$ cat src/rtl/psg_register_write_translator_macros.svh
// assertion macros for the psg register write translator
// used by the top level only; expects signals clk and rst in scope
`ifndef PSG_REGISTER_WRITE_TRANSLATOR_MACROS_SVH
`define PSG_REGISTER_WRITE_TRANSLATOR_MACROS_SVH

// same-cycle implication, disabled during reset
`define PSG_ASSERT_IMP(lbl, ante, cons, msg) \
  lbl: assert property (@(posedge clk) disable iff (rst) (ante) |-> (cons)) else $error(msg);

// next-cycle implication, disabled during reset
`define PSG_ASSERT_NXT(lbl, ante, cons, msg) \
  lbl: assert property (@(posedge clk) disable iff (rst) (ante) |=> (cons)) else $error(msg);

`endif

$ cat src/rtl/psgrwt_pkg.sv
// shared types, register numbers and lookup tables of the write translator
// no dependencies
package psgrwt_pkg;

  // register numbers of the three-channel chip
  localparam logic [3:0] REG_NOISE_PITCH = 4'd6;
  localparam logic [3:0] REG_MIXER       = 4'd7;

  // one register write
  typedef struct packed {
    logic [3:0] addr;
    logic [7:0] value;
  } wr_t;

  // all writes caused by one input word, wr[0] goes out first
  typedef struct packed {
    logic [1:0]      count;
    wr_t [2:0]       wr;
  } job_t;

  // attenuation to volume mapping
  function automatic logic [7:0] vol_map(input logic [3:0] att);
    logic [7:0] v;
    case (att)
      4'd0:    v = 8'd15;
      4'd1:    v = 8'd14;
      4'd2:    v = 8'd14;
      4'd3:    v = 8'd13;
      4'd4:    v = 8'd12;
      4'd5:    v = 8'd12;
      4'd6:    v = 8'd11;
      4'd7:    v = 8'd10;
      4'd8:    v = 8'd10;
      4'd9:    v = 8'd9;
      4'd10:   v = 8'd8;
      4'd11:   v = 8'd8;
      4'd12:   v = 8'd7;
      4'd13:   v = 8'd6;
      4'd14:   v = 8'd6;
      default: v = 8'd0;
    endcase
    return v;
  endfunction

  // noise pitch from the rate code, code 3 follows tone 2
  function automatic logic [7:0] noise_pitch(input logic [1:0] code, input logic [4:0] tone2);
    logic [7:0] p;
    case (code)
      2'd0:    p = 8'd7;
      2'd1:    p = 8'd15;
      2'd2:    p = 8'd31;
      default: p = {3'b000, tone2};
    endcase
    return p;
  endfunction

endpackage

$ cat src/rtl/psg_register_write_translator.sv
// top level of the psg register write translator
// depends on psgrwt_pkg, psgrwt_front, psgrwt_queue, psgrwt_back and the macro header
//
// Each byte written to the four-channel chip is accepted while the job queue is not
// full and turned into zero to three register writes (address, value, last) for the
// three-channel chip. The front end classifies the byte and updates its copy of the
// chip state in the accept cycle, a QUEUE_DEPTH-entry job queue holds the write
// lists, and the back end sends one write per cycle from its output register. The
// first write of a byte passes the queue entry, the job register and the output
// register before it is offered. The output channel sets the sustained rate: one
// write per cycle while m_axis_tready is high, so a byte holds the output for as
// many writes as it causes; a byte with no write queues no job. shared_channel is
// written on the cfg channel, which is always ready; a value of 3 acts as 2.
module psg_register_write_translator #(
  parameter int QUEUE_DEPTH = 4
) (
  input  logic        clk,
  input  logic        rst,
  input  logic        s_axis_tvalid,
  output logic        s_axis_tready,
  input  logic [7:0]  s_axis_tdata,    // in_byte
  output logic        m_axis_tvalid,
  input  logic        m_axis_tready,
  output logic [15:0] m_axis_tdata,    // reg_addr[3:0], reg_value[11:4], zero pad
  output logic        m_axis_tlast,    // last_write
  input  logic        cfg_valid,
  output logic        cfg_ready,
  input  logic [1:0]  cfg_data         // shared_channel
);
  import psgrwt_pkg::*;
`include "psg_register_write_translator_macros.svh"

  logic push;
  logic q_full;
  logic q_valid;
  logic pop;
  job_t push_job;
  job_t head_job;

  assign cfg_ready = 1'b1;

  // byte intake and classification
  psgrwt_front u_front (
    .clk           (clk),
    .rst           (rst),
    .s_axis_tvalid (s_axis_tvalid),
    .s_axis_tready (s_axis_tready),
    .s_axis_tdata  (s_axis_tdata),
    .cfg_valid     (cfg_valid),
    .cfg_data      (cfg_data),
    .q_full        (q_full),
    .push          (push),
    .job           (push_job)
  );

  // job queue
  psgrwt_queue #(
    .DEPTH (QUEUE_DEPTH)
  ) u_queue (
    .clk      (clk),
    .rst      (rst),
    .push     (push),
    .push_job (push_job),
    .full     (q_full),
    .pop      (pop),
    .q_valid  (q_valid),
    .head_job (head_job)
  );

  // write sequencer
  psgrwt_back u_back (
    .clk           (clk),
    .rst           (rst),
    .q_valid       (q_valid),
    .head_job      (head_job),
    .pop           (pop),
    .m_axis_tvalid (m_axis_tvalid),
    .m_axis_tready (m_axis_tready),
    .m_axis_tdata  (m_axis_tdata),
    .m_axis_tlast  (m_axis_tlast)
  );

  // checks
  `PSG_ASSERT_IMP(a_push_on_accept, push, s_axis_tvalid && s_axis_tready && !q_full, "push without accepted byte")
  `PSG_ASSERT_IMP(a_push_nonempty, push, push_job.count != 2'd0, "empty write list queued")
  `PSG_ASSERT_IMP(a_pop_valid, pop, q_valid, "pop from empty queue")

endmodule

$ cat src/rtl/psgrwt_front.sv
// front end: accepts written bytes, keeps chip state, builds the write list
// depends on psgrwt_pkg
module psgrwt_front (
  input  logic                clk,
  input  logic                rst,
  input  logic                s_axis_tvalid,
  output logic                s_axis_tready,
  input  logic [7:0]          s_axis_tdata,   // in_byte
  input  logic                cfg_valid,
  input  logic [1:0]          cfg_data,
  input  logic                q_full,
  output logic                push,
  output psgrwt_pkg::job_t    job
);
  import psgrwt_pkg::*;

  logic [9:0] tone_period [3];
  logic [3:0] attenuation [4];
  logic [1:0] latched_channel;
  logic       latched_is_volume;
  logic [1:0] shared_channel;

  logic [9:0] period_next [3];
  logic [3:0] att_next [4];
  logic       accept;
  logic [7:0] b;
  logic [1:0] ch;
  logic [1:0] pch;
  logic [9:0] pv;
  logic       tone_on;
  logic       noise_on;
  logic [2:0] chan_bit;
  logic [2:0] tone_mask;
  logic [2:0] noise_mask;
  logic [3:0] shared_att;
  wr_t        mix_wr;
  wr_t        svol_wr;

  assign b             = s_axis_tdata;
  assign ch            = b[6:5];
  assign s_axis_tready = !q_full;
  assign accept        = s_axis_tvalid && s_axis_tready;

  // updated attenuation and period state
  always_comb begin
    for (int i = 0; i < 4; i++) att_next[i] = attenuation[i];
    for (int i = 0; i < 3; i++) period_next[i] = tone_period[i];
    pch = b[7] ? ch : latched_channel;
    if (b[7]) begin
      if (b[4]) begin
        att_next[ch] = b[3:0];
      end else if (ch != 2'd3) begin
        period_next[ch] = {tone_period[ch][9:4], b[3:0]};
      end
    end else if (!latched_is_volume && latched_channel != 2'd3) begin
      period_next[latched_channel] = {b[5:0], tone_period[latched_channel][3:0]};
    end
  end

  // period of the addressed tone channel
  always_comb begin
    case (pch)
      2'd0:    pv = period_next[0];
      2'd1:    pv = period_next[1];
      default: pv = period_next[2];
    endcase
  end

  // mixer and volume of the shared channel, noise wins
  always_comb begin
    tone_on    = att_next[shared_channel] != 4'hf;
    noise_on   = att_next[3] != 4'hf;
    chan_bit   = 3'b001 << shared_channel;
    shared_att = noise_on ? att_next[3] : att_next[shared_channel];
    tone_mask  = (tone_on && !noise_on) ? 3'b000 : chan_bit;
    noise_mask = noise_on ? ~chan_bit : 3'b111;
    mix_wr.addr    = REG_MIXER;
    mix_wr.value   = {2'b00, noise_mask, tone_mask};
    svol_wr.addr   = {2'b10, shared_channel};
    svol_wr.value  = vol_map(shared_att);
  end

  // write list for this byte
  always_comb begin
    job = '0;
    if (b[7]) begin
      if (b[4]) begin
        if (ch == shared_channel || ch == 2'd3) begin
          job.count = 2'd2;
          job.wr[0] = mix_wr;
          job.wr[1] = svol_wr;
        end else begin
          job.count       = 2'd1;
          job.wr[0].addr  = {2'b10, ch};
          job.wr[0].value = vol_map(b[3:0]);
        end
      end else if (ch == 2'd3) begin
        job.count       = 2'd3;
        job.wr[0]       = mix_wr;
        job.wr[1]       = svol_wr;
        job.wr[2].addr  = REG_NOISE_PITCH;
        job.wr[2].value = noise_pitch(b[1:0], tone_period[2][4:0]);
      end else begin
        job.count       = 2'd2;
        job.wr[0].addr  = {1'b0, pch, 1'b0};
        job.wr[0].value = pv[7:0];
        job.wr[1].addr  = {1'b0, pch, 1'b1};
        job.wr[1].value = {6'b000000, pv[9:8]};
      end
    end else if (!latched_is_volume && latched_channel != 2'd3) begin
      job.count       = 2'd2;
      job.wr[0].addr  = {1'b0, pch, 1'b0};
      job.wr[0].value = pv[7:0];
      job.wr[1].addr  = {1'b0, pch, 1'b1};
      job.wr[1].value = {6'b000000, pv[9:8]};
    end
  end

  assign push = accept && (job.count != 2'd0);

  // chip state and configuration
  always_ff @(posedge clk) begin
    if (rst) begin
      for (int i = 0; i < 3; i++) tone_period[i] <= '0;
      for (int i = 0; i < 4; i++) attenuation[i] <= 4'hf;
      latched_channel   <= '0;
      latched_is_volume <= 1'b0;
      shared_channel    <= 2'd2;
    end else begin
      if (cfg_valid) begin
        shared_channel <= (cfg_data == 2'd3) ? 2'd2 : cfg_data;
      end
      if (accept) begin
        for (int i = 0; i < 3; i++) tone_period[i] <= period_next[i];
        for (int i = 0; i < 4; i++) attenuation[i] <= att_next[i];
        if (b[7]) begin
          latched_channel   <= ch;
          latched_is_volume <= b[4];
        end
      end
    end
  end

endmodule

$ cat src/rtl/psgrwt_queue.sv
// short job queue between the front end and the write sequencer
// depends on psgrwt_pkg
module psgrwt_queue #(
  parameter int DEPTH = 4
) (
  input  logic                clk,
  input  logic                rst,
  input  logic                push,
  input  psgrwt_pkg::job_t    push_job,
  output logic                full,
  input  logic                pop,
  output logic                q_valid,
  output psgrwt_pkg::job_t    head_job
);
  import psgrwt_pkg::*;

  localparam int PTR_W = (DEPTH > 1) ? $clog2(DEPTH) : 1;
  localparam int CNT_W = $clog2(DEPTH + 1);

  job_t             entries [DEPTH];
  logic [PTR_W-1:0] wr_ptr;
  logic [PTR_W-1:0] rd_ptr;
  logic [CNT_W-1:0] count;

  assign full     = count == CNT_W'(DEPTH);
  assign q_valid  = count != '0;
  assign head_job = entries[rd_ptr];

  // entry storage
  always_ff @(posedge clk) begin
    if (push) entries[wr_ptr] <= push_job;
  end

  // pointers and fill count
  always_ff @(posedge clk) begin
    if (rst) begin
      wr_ptr <= '0;
      rd_ptr <= '0;
      count  <= '0;
    end else begin
      if (push) wr_ptr <= (wr_ptr == PTR_W'(DEPTH - 1)) ? '0 : wr_ptr + 1'b1;
      if (pop)  rd_ptr <= (rd_ptr == PTR_W'(DEPTH - 1)) ? '0 : rd_ptr + 1'b1;
      if (push && !pop)      count <= count + 1'b1;
      else if (pop && !push) count <= count - 1'b1;
    end
  end

endmodule

$ cat src/rtl/psgrwt_back.sv
// back end: sends the writes of each job one word at a time
// depends on psgrwt_pkg
module psgrwt_back (
  input  logic                clk,
  input  logic                rst,
  input  logic                q_valid,
  input  psgrwt_pkg::job_t    head_job,
  output logic                pop,
  output logic                m_axis_tvalid,
  input  logic                m_axis_tready,
  output logic [15:0]         m_axis_tdata,   // reg_addr[3:0], reg_value[11:4], zero pad
  output logic                m_axis_tlast    // last_write
);
  import psgrwt_pkg::*;

  job_t       cur_job;
  logic       job_valid;
  logic [1:0] idx;
  wr_t        out_wr;
  logic       out_last;
  logic       advance;
  logic       is_last;

  assign advance = job_valid && (!m_axis_tvalid || m_axis_tready);
  assign is_last = idx == (cur_job.count - 2'd1);
  assign pop     = q_valid && (!job_valid || (advance && is_last));

  assign m_axis_tdata = {4'b0000, out_wr.value, out_wr.addr};
  assign m_axis_tlast = out_last;

  // output word register
  always_ff @(posedge clk) begin
    if (advance) begin
      out_wr   <= cur_job.wr[idx];
      out_last <= is_last;
    end
  end

  // job register and write index
  always_ff @(posedge clk) begin
    if (rst) begin
      job_valid     <= 1'b0;
      idx           <= '0;
      m_axis_tvalid <= 1'b0;
    end else begin
      if (advance) begin
        m_axis_tvalid <= 1'b1;
      end else if (m_axis_tready) begin
        m_axis_tvalid <= 1'b0;
      end
      if (pop) begin
        job_valid <= 1'b1;
        idx       <= 2'd0;
      end else if (advance) begin
        idx <= is_last ? 2'd0 : idx + 2'd1;
        if (is_last) job_valid <= 1'b0;
      end
    end
  end

  always_ff @(posedge clk) begin
    if (pop) cur_job <= head_job;
  end

endmodule
$ cat config.mk
export PLATFORM = sky130hd
export DESIGN_NAME = psg_register_write_translator
export DESIGN_NICKNAME = d
export VERILOG_FILES = /design/src/rtl/psgrwt_pkg.sv /design/src/rtl/psg_register_write_translator.sv /design/src/rtl/psgrwt_front.sv /design/src/rtl/psgrwt_queue.sv /design/src/rtl/psgrwt_back.sv
export VERILOG_INCLUDE_DIRS = /design/src /design/src/rtl
export SDC_FILE = /design/constraint.sdc
export NUM_CORES = 1
export LEC_CHECK = 0
export BUFFER_PORTS_ARGS = -buffer_cell sky130_fd_sc_hd__buf_4
export CAP_MARGIN = 25
export CORE_MARGIN = 2
export CORE_UTILIZATION = 46
export CTS_CLUSTER_DIAMETER = 150
export DETAILED_ROUTE_END_ITERATION = 12
export GPL_TIMING_DRIVEN = 0
export PLACE_DENSITY_LB_ADDON = 0.2
export SLEW_MARGIN = 10
export SYNTH_ARGS = -nofsm -noshare
export SYNTH_HDL_FRONTEND = slang
export SYNTH_SLANG_ARGS = --single-unit
$ cat constraint.sdc
create_clock -name clk -period 7.59 [get_ports clk]
set_input_delay 1.1385 -clock clk [delete_from_list [all_inputs] [get_ports clk]]
set_output_delay 1.1385 -clock clk [all_outputs]
set_load 0.05 [all_outputs]
==> results of run 1 <==
## cell families after synthesis
logic type | after synthesis | share of synthesized area (%)
adder cells (fa/ha/maj) | 15 | 1.923
XOR/XNOR | 6 | 0.5179
buffers and inverters | 73 | 3.242
multiplexers | 102 | 14.07
other | 2 | 0.07400
flip-flops | 217 | 62.43
AND/OR/NAND/NOR | 207 | 10.08
AO/OA/AOI/OAI | 124 | 7.656
## power by group
part | internal [mW] | switching [mW]
clock network | 0.716 | 0.474
logic | 0.343 | 0.574
registers | 1.61 | 0.0829
total | 2.67 | 1.13
## critical path, delay by kind of cell
kind | cells | cell delay, ns
simple gates | 3 | 0.84
xor+xnor | 1 | 0.18
buf+inv | 5 | 1.17
fa+ha+maj | 2 | 0.63
compound gates | 1 | 0.15
## registers in the layout (all words and copies together), names as in the netlist, 3 cells and up, named ones only
name and flops:
u_queue.entries 112, u_front.tone_period 30, u_back.cur_job 28, u_front.attenuation 16
u_back.m_axis_tdata 12, u_queue.count 3
## worst max-delay path by stage
stage | startpoint | endpoint | slack [ns] | cells after the start
after floorplan | s_axis_tdata[5] | u_queue.entries[0][12] | 4.05 | 11
final | s_axis_tdata[7] | u_queue.count[2] | 3.92 | 12
after CTS | s_axis_tdata[7] | u_queue.count[2] | 3.96 | 12
after global routing | s_axis_tdata[7] | u_queue.count[2] | 3.70 | 12
after detailed placement | s_axis_tdata[7] | u_queue.count[2] | 3.44 | 12
after global placement | s_axis_tdata[7] | u_queue.entries[1][14] | 3.20 | 7
## synth_stat cells, types with 3 or more instances
| master | n | area share (%) |
|---|---|---|
| edfxtp_1 | 199 | 59 |
| nand2_1 | 80 | 3.0 |
| mux2i_1 | 59 | 5.8 |
| nor2_1 | 56 | 2.1 |
| a21oi_1 | 47 | 2.3 |
| clkbuf_1 | 31 | 1.1 |
| mux4_2 | 30 | 6.7 |
| o21ai_0 | 28 | 1.4 |
| inv_1 | 22 | 0.81 |
| dfxtp_1 | 18 | 3.6 |
| and2_1 | 14 | 0.86 |
| ha_1 | 14 | 1.7 |
| mux2_2 | 11 | 1.2 |
| nor3_1 | 8 | 0.39 |
| buf_4 | 7 | 0.52 |
| nand2b_1 | 7 | 0.43 |
| nor2b_1 | 7 | 0.43 |
| o211ai_1 | 7 | 0.52 |
| buf_1 | 5 | 0.18 |
| buf_2 | 5 | 0.25 |
| or3_1 | 5 | 0.31 |
| a211oi_1 | 4 | 0.30 |
| a21o_1 | 4 | 0.30 |
| a22oi_1 | 4 | 0.30 |
| nor3b_1 | 4 | 0.30 |
| o221ai_1 | 4 | 0.35 |
| o22ai_1 | 4 | 0.25 |
| or2_2 | 4 | 0.25 |
| and3_1 | 3 | 0.18 |
| buf_6 | 3 | 0.33 |
| nand3_1 | 3 | 0.15 |
| nand4_1 | 3 | 0.18 |
| o21a_1 | 3 | 0.22 |
| xnor2_1 | 3 | 0.26 |
| xor2_1 | 3 | 0.26 |
## metal layers
layer,up-vias,GRT usage (%),wire length [um],part of all wire (%)
met3,45,2.787,994,4.3
met5,-,0,0,0
met4,0,5.379,624,2.7
met2,194,32.99,11270,49
met1,3189,26.86,10190,44
li1,2910,-,-,-
## placed cells by master (no fill, tap or decap), types with 5 or more instances in the layout
cell / count
nand2b_1: 7
buf_4: 33
nor2b_1: 7
conb_1: 5
o211ai_1: 7
o21ai_0: 28
mux2i_1: 59
clkbuf_16: 24
or3_1: 5
mux2_2: 11
edfxtp_1: 199
nor3_1: 8
dfxtp_1: 18
clkinv_2: 11
clkbuf_1: 32
buf_1: 5
and2_1: 10
a21oi_1: 47
buf_2: 5
inv_1: 22
nand2_1: 79
mux4_2: 30
nor2_1: 56
ha_1: 14
## area by class of cell
| cell class | count | area, um^2 |
|---|---|---|
| inverters | 22 | 82.58 |
| repair buffers | 27 | 215.2 |
| well taps | 280 | 350.3 |
| fillers | 1831 | 10210 |
| clock buffers | 25 | 604.3 |
| flip-flops and latches | 217 | 6336 |
| plain buffers | 51 | 246.5 |
| multi-input cells | 459 | 3502 |
| clock inverters | 19 | 206.4 |
## per-stage QoR
step | total power, mW | instances
5_1_grt | 3.961 | 1100
6_report | 3.801 | 1100
4_1_cts | 3.832 | 1100
3_3_place_gp | 2.614 | 1055
2_1_floorplan | 2.365 | 749
3_5_place_dp | 2.646 | 1056
==> results.json, run 1 <==
{
  "die_h_um": 152.5,
  "synthCells": 746,
  "cp-end-kind": "flop",
  "cts_root_buf": "clkbuf_16",
  "clockBufferDepth": 3,
  "clock_latency_ns": 0.52,
  "cp_slowest_cell": "clkbuf_1",
  "async_reset_ff_share_pct": 0,
  "r2r_slack_ns": 4.72,
  "drive_above_1_share_pct": 17.56,
  "die_area_mm2": 0.02327,
  "syn-cell-area_mm2": 0.01015,
  "worst_ep_required_time_ns": 8.04,
  "hold_start": "u_back.job_valid",
  "hold_class": "reg -> reg",
  "dr.pass1.iters": 5,
  "fin_setup_tns_ns": 0,
  "max_slew_margin_pct": 33.09,
  "grt_pass1_vias": 6292,
  "vias": 6338,
  "num_rows": 54,
  "path_clk_slew_ns": 0.06,
  "detail-route-antenna-nets": 0,
  "ys.flop_type": "edfxtp_1",
  "initial_core_util_pct": 46.65,
  "layout_setup_ws_ns": 3.919,
  "vias_per_cell": 5.762,
  "finalMaxSlewViolations": 0,
  "io_pins": 35,
  "setup_viol": 0,
  "tightestPinTransition_ns": 1.003,
  "stdcell_area_mm2": 0.01154,
  "clock.fmax_ghz": 0.2724,
  "worstHoldEndpoint": "u_back.m_axis_tvalid",
  "wire_per_inst_um": 20.98,
  "cp_max_fo": 10,
  "hold_depth": 2,
  "post_cts_resized": 0,
  "synth_enable_flop_cells": 199,
  "totalWireLength_mm": 23.08,
  "ff2ff_path_depth": 8,
  "period_share_pct": 48.36,
  "drc": 0,
  "synth_seq_area_share_pct": 62.43,
  "die_w_um": 152.5,
  "drt_iter0_drc": 593,
  "tritoncts": "built",
  "dp_hpwl_mm": 16.14,
  "cts_buffers": 24,
  "n_antenna_cell": 0,
  "startpoint_type": "input port",
  "hold_ws_ns": 0.4689,
  "grt_max_degree": 34,
  "clkSinkCount": 217,
  "maxCapViolations": 0,
  "area_delta_synth_final_pct": 13.75,
  "core_mm2": 0.02176,
  "io_buffers": 26,
  "preCtsSetupSlack_ns": 3.437,
  "gr-usage-all-layers_pct": 19.57,
  "yosys_warnings": 0,
  "hold_buffers": 0,
  "htree_levels": 1,
  "leakage_nw": 4.082,
  "antenna_found_initial": 0,
  "cp_slowest_stage_delay_ns": 0.43,
  "status": "completed",
  "syn_avg_cell_area_um2": 13.60,
  "rsz0062_at_grt": "false",
  "grt_overflow": 0,
  "powerDensity_mw_per_mm2": 329.3,
  "finalCriticalPeriod_ns": 3.671,
  "reg2reg_from": "u_front.latched_is_volume",
  "fin_skew_ns": 0.01287,
  "hold_violations": 0,
  "synth_seq_cells": 217,
  "post-route-util_pct": 53.06,
  "cp_cell_sequence": "buf_4, buf_4, clkbuf_1, clkbuf_1, nor2_1, nor2_1, ha_1, inv_1, fa_1, xor2_1, or3_1, a21oi_1",
  "path_class": "in -> reg",
  "cts_setup_buffers": 0,
  "worstPathArrival_ns": 4.12,
  "synth.distinct_cells": 63,
  "postPlaceCellArea_mm2": 0.01073,
  "grt_pass1_wl_mm": 35.69,
  "max-vdd-ir-drop_uv": 198.2,
  "gp_congestion": 0.8829,
  "reg2reg_to": "u_queue.entries[2][6]",
  "nets": 832
}
(Power assumes the default switching activity.)
==> run 2, diff against run 1 <==
--- a/config.mk
+++ b/config.mk
@@ -6,6 +6,7 @@
 export SDC_FILE = /design/constraint.sdc
 export NUM_CORES = 1
 export LEC_CHECK = 0
+export ABC_AREA = 1
 export BUFFER_PORTS_ARGS = -buffer_cell sky130_fd_sc_hd__buf_4
 export CAP_MARGIN = 25
 export CORE_MARGIN = 2
==> constraint.sdc (replaced) <==
create_clock -name clk -period 3 [get_ports clk]
set_input_delay 0.45 -clock clk [delete_from_list [all_inputs] [get_ports clk]]
set_output_delay 0.45 -clock clk [all_outputs]
set_load 0.05 [all_outputs]
==> run 2 against run 1 <==
- wire length rose by 10%
- synthesized cell count rose by 37%
- clock skew rose by 0.0019 ns
- global-route usage rose by 2.0 points
- sequential power rose to 2.6 times the previous value
- area after synthesis rose by 0.16%
- clock power rose to 2.5 times the previous value
==> results.json, run 2 <==
{
  "synthTopCellsByArea": "edfxtp_1 59%, nand2_1 6.1%, nor2_1 5.8%, o21ai_0 5.8%, dfxtp_1 3.5%",
  "routed-wl-met2_mm": 11.73,
  "dr.pass1.iters": 6,
  "top_register": "u_queue.entries",
  "cp_slowest_stage_delay_ns": 0.54,
  "path_buf_inv": 3,
  "worst_ep_required_time_ns": 3.22,
  "clockBufferDepth": 3,
  "top_regs": "u_queue.entries (112), u_front.tone_period (30), u_back.cur_job (28)",
  "yosysTopAreaCell": "edfxtp_1",
  "async_reset_ff_share_pct": 0,
  "cp_cell_sequence": "inv_1, nand3_1, inv_1, nand2_1, clkbuf_1, nor2_1, a21oi_1, nor2_1, o21ai_0, nand2_1",
  "grt_max_degree": 32,
  "vias": 7600,
  "synth_enable_flop_cells": 199,
  "totalWireLength_mm": 25.44,
  "drive_above_1_share_pct": 10.72,
  "hold_class": "in -> reg",
  "dp_hpwl_mm": 17.67,
  "nets": 1122,
  "cts_root_buf": "clkbuf_16",
  "clock.fmax_ghz": 0.3482,
  "post-route-util_pct": 53.97,
  "finalMaxSlewViolations": 0,
  "syn-cell-area_mm2": 0.01016,
  "yosys_warnings": 0,
  "n_antenna_cell": 0,
  "hold_ws_ns": 0.1255,
  "cp-endpoint": "u_queue.entries[3][13]",
  "mostFrequentLayoutCell": "edfxtp_1",
  "syn_avg_cell_area_um2": 9.917,
  "antenna_found_initial": 0,
  "die_w_um": 152.7,
  "finalCriticalPeriod_ns": 2.872,
  "fillers": 1916,
  "startpoint_type": "flop",
  "cp_slowest_cell": "o21ai_0",
  "leakage_nw": 4.581,
  "synth.most_common_cell": "edfxtp_1",
  "clkSinkCount": 217,
  "postPlaceCellArea_mm2": 0.01089,
  "area_delta_synth_final_pct": 15.52,
  "setup_viol": 0,
  "synthCells": 1025,
  "largest_reg_flops": 112,
  "final_cell_mix": "199 x edfxtp_1, 163 x nand2_1, 152 x nor2_1",
  "tightestPinTransition_ns": 0.8676,
  "ys.flop_type": "edfxtp_1",
  "ff2ff_path_depth": 10,
  "gr-usage-all-layers_pct": 21.54,
  "wire_per_inst_um": 18.30,
  "die_h_um": 152.7,
  "max_slew_margin_pct": 41.72,
  "gp_congestion": 0.9166,
  "detail-route-antenna-nets": 0,
  "tritoncts": "built",
  "num_rows": 54,
  "path_class": "reg -> reg",
  "hold_violations": 0,
  "reg2reg_to": "u_queue.entries[3][13]",
  "cp.depth": 10,
  "clock_latency_ns": 0.53,
  "powerDensity_mw_per_mm2": 875.6,
  "cts_buffers": 24,
  "cp-end-kind": "flop",
  "io_pins": 35,
  "fin_skew_ns": 0.01473,
  "drt_iter0_drc": 654,
  "grt_pass1_vias": 7141,
  "io_buffers": 29,
  "drc": 0,
  "dr_wl_met3_mm": 1.732,
  "hold_buffers": 0,
  "synth_seq_area_share_pct": 62.33,
  "cp-startpoint": "u_front.latched_channel[0]",
  "critical-path-top-delay-family": "simple AND/OR/NAND/NOR gates",
  "vias_per_cell": 5.468,
  "grt_pass1_wl_mm": 39.38,
  "synth_commonest_cells": "199 x edfxtp_1, 164 x nand2_1, 157 x nor2_1",
  "die_area_mm2": 0.02330,
  "r2r_slack_ns": 0.13,
  "initial_core_util_pct": 46.72,
  "cp_max_fo": 10,
  "status": "completed",
  "wl_met1_mm": 10.82,
  "maxCapViolations": 0,
  "highest_layer": "met4",
  "htree_levels": 1,
  "synth.distinct_cells": 40,
  "worstPathArrival_ns": 3.09,
  "synth.top_cell.area_share_pct": 58.79,
  "rsz0062_at_grt": "false",
  "max-vdd-ir-drop_uv": 472.6,
  "stdcell_area_mm2": 0.01174,
  "reg2reg_from": "u_front.latched_channel[0]",
  "grt_overflow": 0,
  "synth_seq_cells": 217,
  "core_mm2": 0.02176,
  "path_clk_slew_ns": 0.06,
  "period_share_pct": 95.73
}
## run 2: cell type report
| type | count | area, um^2 | share of cell area, % |
|---|---|---|---|
| Clock inverter | 15 | 185.2 | 1.577 |
| Timing Repair Buffer | 37 | 347.8 | 2.962 |
| Clock buffer | 29 | 629.4 | 5.360 |
| Buffer | 45 | 200.2 | 1.705 |
| Tap cell | 280 | 350.3 | 2.983 |
| Inverter | 91 | 349.1 | 2.973 |
| Sequential cell | 217 | 6336 | 53.96 |
| Multi-Input combinational cell | 676 | 3344 | 28.48 |
## run 2: routing by layer
layer  GRT usage, %  up-vias
li1               -     3694
met1          28.61     3526
met2          34.61      305
met3          4.067       75
met4          9.700        0
met5              0        -
## run 2: worst min-delay path by stage
stage                          start                   endpoint  slack, ns  cells after the start
global route               cfg_valid  u_front.shared_channel[0]       0.12                      2
detailed placement  u_queue.count[2]           u_queue.count[2]       0.49                      2
finish                     cfg_valid  u_front.shared_channel[0]       0.13                      2
global placement    u_queue.count[2]           u_queue.count[2]       0.47                      2
CTS                        cfg_valid  u_front.shared_channel[0]       0.10                      2
floorplan           u_queue.count[2]           u_queue.count[2]       0.45                      2
## run 2: power by group
group | internal [mW] | total, mW | switching [mW]
clock | 1.84 | 3.01 | 1.17
combinational | 0.811 | 2.89 | 2.08
sequential | 4.15 | 4.38 | 0.228
total | 6.80 | 10.3 | 3.48
## run 2: kinds of logic after synthesis
| family | share of synthesized area [%] |
|---|---|
| fa+ha+maj | 1.920 |
| flops | 62.33 |
| other cells | 0.07388 |
| compound gates | 13.24 |
| simple gates | 16.93 |
| xor+xnor | 0.1724 |
| buf+inv | 5.330 |
## run 2: repair_timing
item,CTS,global route
resized for setup,2,0
setup endpoints to repair,3,1
pin swaps,1,0
buffers inserted,1,2
cloned,1,0
hold endpoints to repair,0,0
## run 2: metrics by stage
step	worst slack [ns]	setup TNS, ns	total power, mW	instances
2_1_floorplan	0.04499	0	6.266	1028
3_3_place_gp	-0.9542	-116.07	7.190	1337
3_5_place_dp	-0.6144	-1.479	7.277	1342
4_1_cts	0.2167	0	10.34	1388
5_1_grt	0.001612	0	10.79	1390
6_report	0.1281	0	10.28	1390
==> run 3, diff against run 2 <==
--- a/config.mk
+++ b/config.mk
@@ -6,9 +6,9 @@
 export SDC_FILE = /design/constraint.sdc
 export NUM_CORES = 1
 export LEC_CHECK = 0
-export ABC_AREA = 1
 export BUFFER_PORTS_ARGS = -buffer_cell sky130_fd_sc_hd__buf_4
 export CAP_MARGIN = 25
+export CORE_ASPECT_RATIO = 1.1
 export CORE_MARGIN = 2
 export CORE_UTILIZATION = 46
 export CTS_CLUSTER_DIAMETER = 150
==> run 3 against run 2 <==
- power fell by 9.0%
- setup slack improved by 0.029 ns
- clock power fell by 10%
- non-clock buffer count fell by 2
- first-iteration DRC count fell by 6.6%
- wire length fell by 11%
- cell area fell by 1.9%
- maximum frequency rose by 1.0%
- combinational power fell by 18%
- critical path depth fell by 1
- sequential share of layout area rose by 1.0 points
- core utilization fell by 1.4 points
- critical path type unchanged
- critical endpoint is now u_queue.entries[1][2]
- largest power group unchanged
==> results.json, run 3 (synthesis gave the netlist of run 1 again) <==
{
  "cts_root_buf": "clkbuf_16",
  "worstPathArrival_ns": 3.12,
  "final_cells": 1114,
  "finalMaxSlewViolations": 0,
  "hold_depth": 2,
  "totalWireLength_mm": 22.53,
  "die_h_um": 159.8,
  "antenna_found_initial": 0,
  "top_regs": "u_queue.entries (112), u_front.tone_period (30), u_back.cur_job (28)",
  "htree_levels": 1,
  "clkSinkCount": 217,
  "ff2ff_path_depth": 9,
  "gp_congestion": 0.9195,
  "cp-end-kind": "flop",
  "fin_setup_tns_ns": 0,
  "top_register": "u_queue.entries",
  "tritoncts": "built",
  "cts_buffers": 23,
  "path_clk_slew_ns": 0.06,
  "n_antenna_cell": 0,
  "hold_class": "in -> reg",
  "grt_pass1_vias": 6303,
  "max-vdd-ir-drop_uv": 340.9,
  "powerDensity_mw_per_mm2": 812.2,
  "gr-usage-all-layers_pct": 19.59,
  "startpoint_type": "flop",
  "fillers": 1852,
  "die_area_mm2": 0.02327,
  "stdcell_area_mm2": 0.01152,
  "clock_latency_ns": 0.50,
  "vias": 6142,
  "post-route-util_pct": 52.62,
  "num_rows": 57,
  "hold_buffers": 0,
  "grt_overflow": 0,
  "path_class": "reg -> reg",
  "fin_total_pwr_mw": 9.358,
  "mostFrequentLayoutCell": "edfxtp_1",
  "post_cts_resized": 0,
  "status": "completed",
  "setup_viol": 0,
  "fin_skew_ns": 0.009729,
  "dp_cells": 1071,
  "rsz0062_at_grt": "false",
  "leakage_nw": 4.054,
  "dp_hpwl_mm": 15.96,
  "postPlaceCellArea_mm2": 0.01075,
  "area_delta_synth_final_pct": 13.52,
  "hold_ws_ns": 0.1435,
  "clock.fmax_ghz": 0.3518,
  "grt_pass1_wl_mm": 35.78,
  "dr.pass1.iters": 5,
  "detail-route-antenna-nets": 0,
  "hold_violations": 0,
  "io_buffers": 26,
  "grt_max_degree": 34,
  "cp_max_fo": 10,
  "die_w_um": 145.6,
  "layout_setup_ws_ns": 0.1573,
  "clockBufferDepth": 3,
  "largest_reg_flops": 112,
  "io_pins": 35,
  "core_mm2": 0.02189,
  "max_slew_margin_pct": 39.73,
  "drc": 0,
  "tightestPinTransition_ns": 0.9041,
  "cts_setup_buffers": 0,
  "vias_per_cell": 5.513,
  "finalCriticalPeriod_ns": 2.843,
  "drt_iter0_drc": 611,
  "period_share_pct": 94.76,
  "wire_per_inst_um": 20.23,
  "maxCapViolations": 0,
  "preCtsSetupSlack_ns": -0.4912,
  "final_cell_mix": "199 x edfxtp_1, 79 x nand2_1, 58 x mux2i_1",
  "drive_above_1_share_pct": 17.46,
  "nets": 833,
  "initial_core_util_pct": 46.35,
  "worst_ep_required_time_ns": 3.27
}
==> run 3: final timing paths <==
kind	slack, ns	from	to
setup reg to reg	0.16	u_front.shared_channel[1]	u_queue.entries[1][2]
hold / removal	0.14	rst	u_queue.count[2]
hold reg to reg	0.47	u_back.job_valid	u_back.m_axis_tvalid
setup / recovery	0.16	u_front.shared_channel[1]	u_queue.entries[1][2]
==> run 3: power breakdown <==
part	internal (mW)	switching (mW)	total, mW
clock	1.57	1.12	2.70
combinational	0.932	1.45	2.38
sequential	4.07	0.207	4.28
==> run 3: critical path, cell delays in order, from the launching register on <==
cell	delay, ns
dfxtp_1	0.33
buf_2	0.19
inv_1	0.23
a21oi_1	0.13
o21a_1	0.29
or2_2	0.29
clkbuf_1	0.22
inv_1	0.26
nand4_1	0.27
o211ai_1	0.41
==> run 3: final cells by class <==
| type | instances | area (um^2) | area share, % |
|---|---|---|---|
| multi-input combinational | 459 | 3517 | 30.53 |
| inverter | 22 | 82.58 | 0.7168 |
| timing repair buffer | 29 | 254.0 | 2.205 |
| sequential | 217 | 6336 | 55.00 |
| tap | 295 | 369.1 | 3.204 |
| clock inverter | 16 | 131.4 | 1.140 |
| buffer | 51 | 247.7 | 2.150 |
| clock buffer | 25 | 583.1 | 5.061 |
==> run 3: routing by layer <==
layer / up-vias / GRT usage (%) / wire length, um / share of wire [%]
met1: 3024 / 26.00 / 9601 / 43
met5: - / 0 / 0 / 0
met2: 174 / 32.70 / 11030 / 49
li1: 2894 / - / - / -
met4: 0 / 8.155 / 889 / 3.9
met3: 50 / 2.686 / 1010 / 4.5
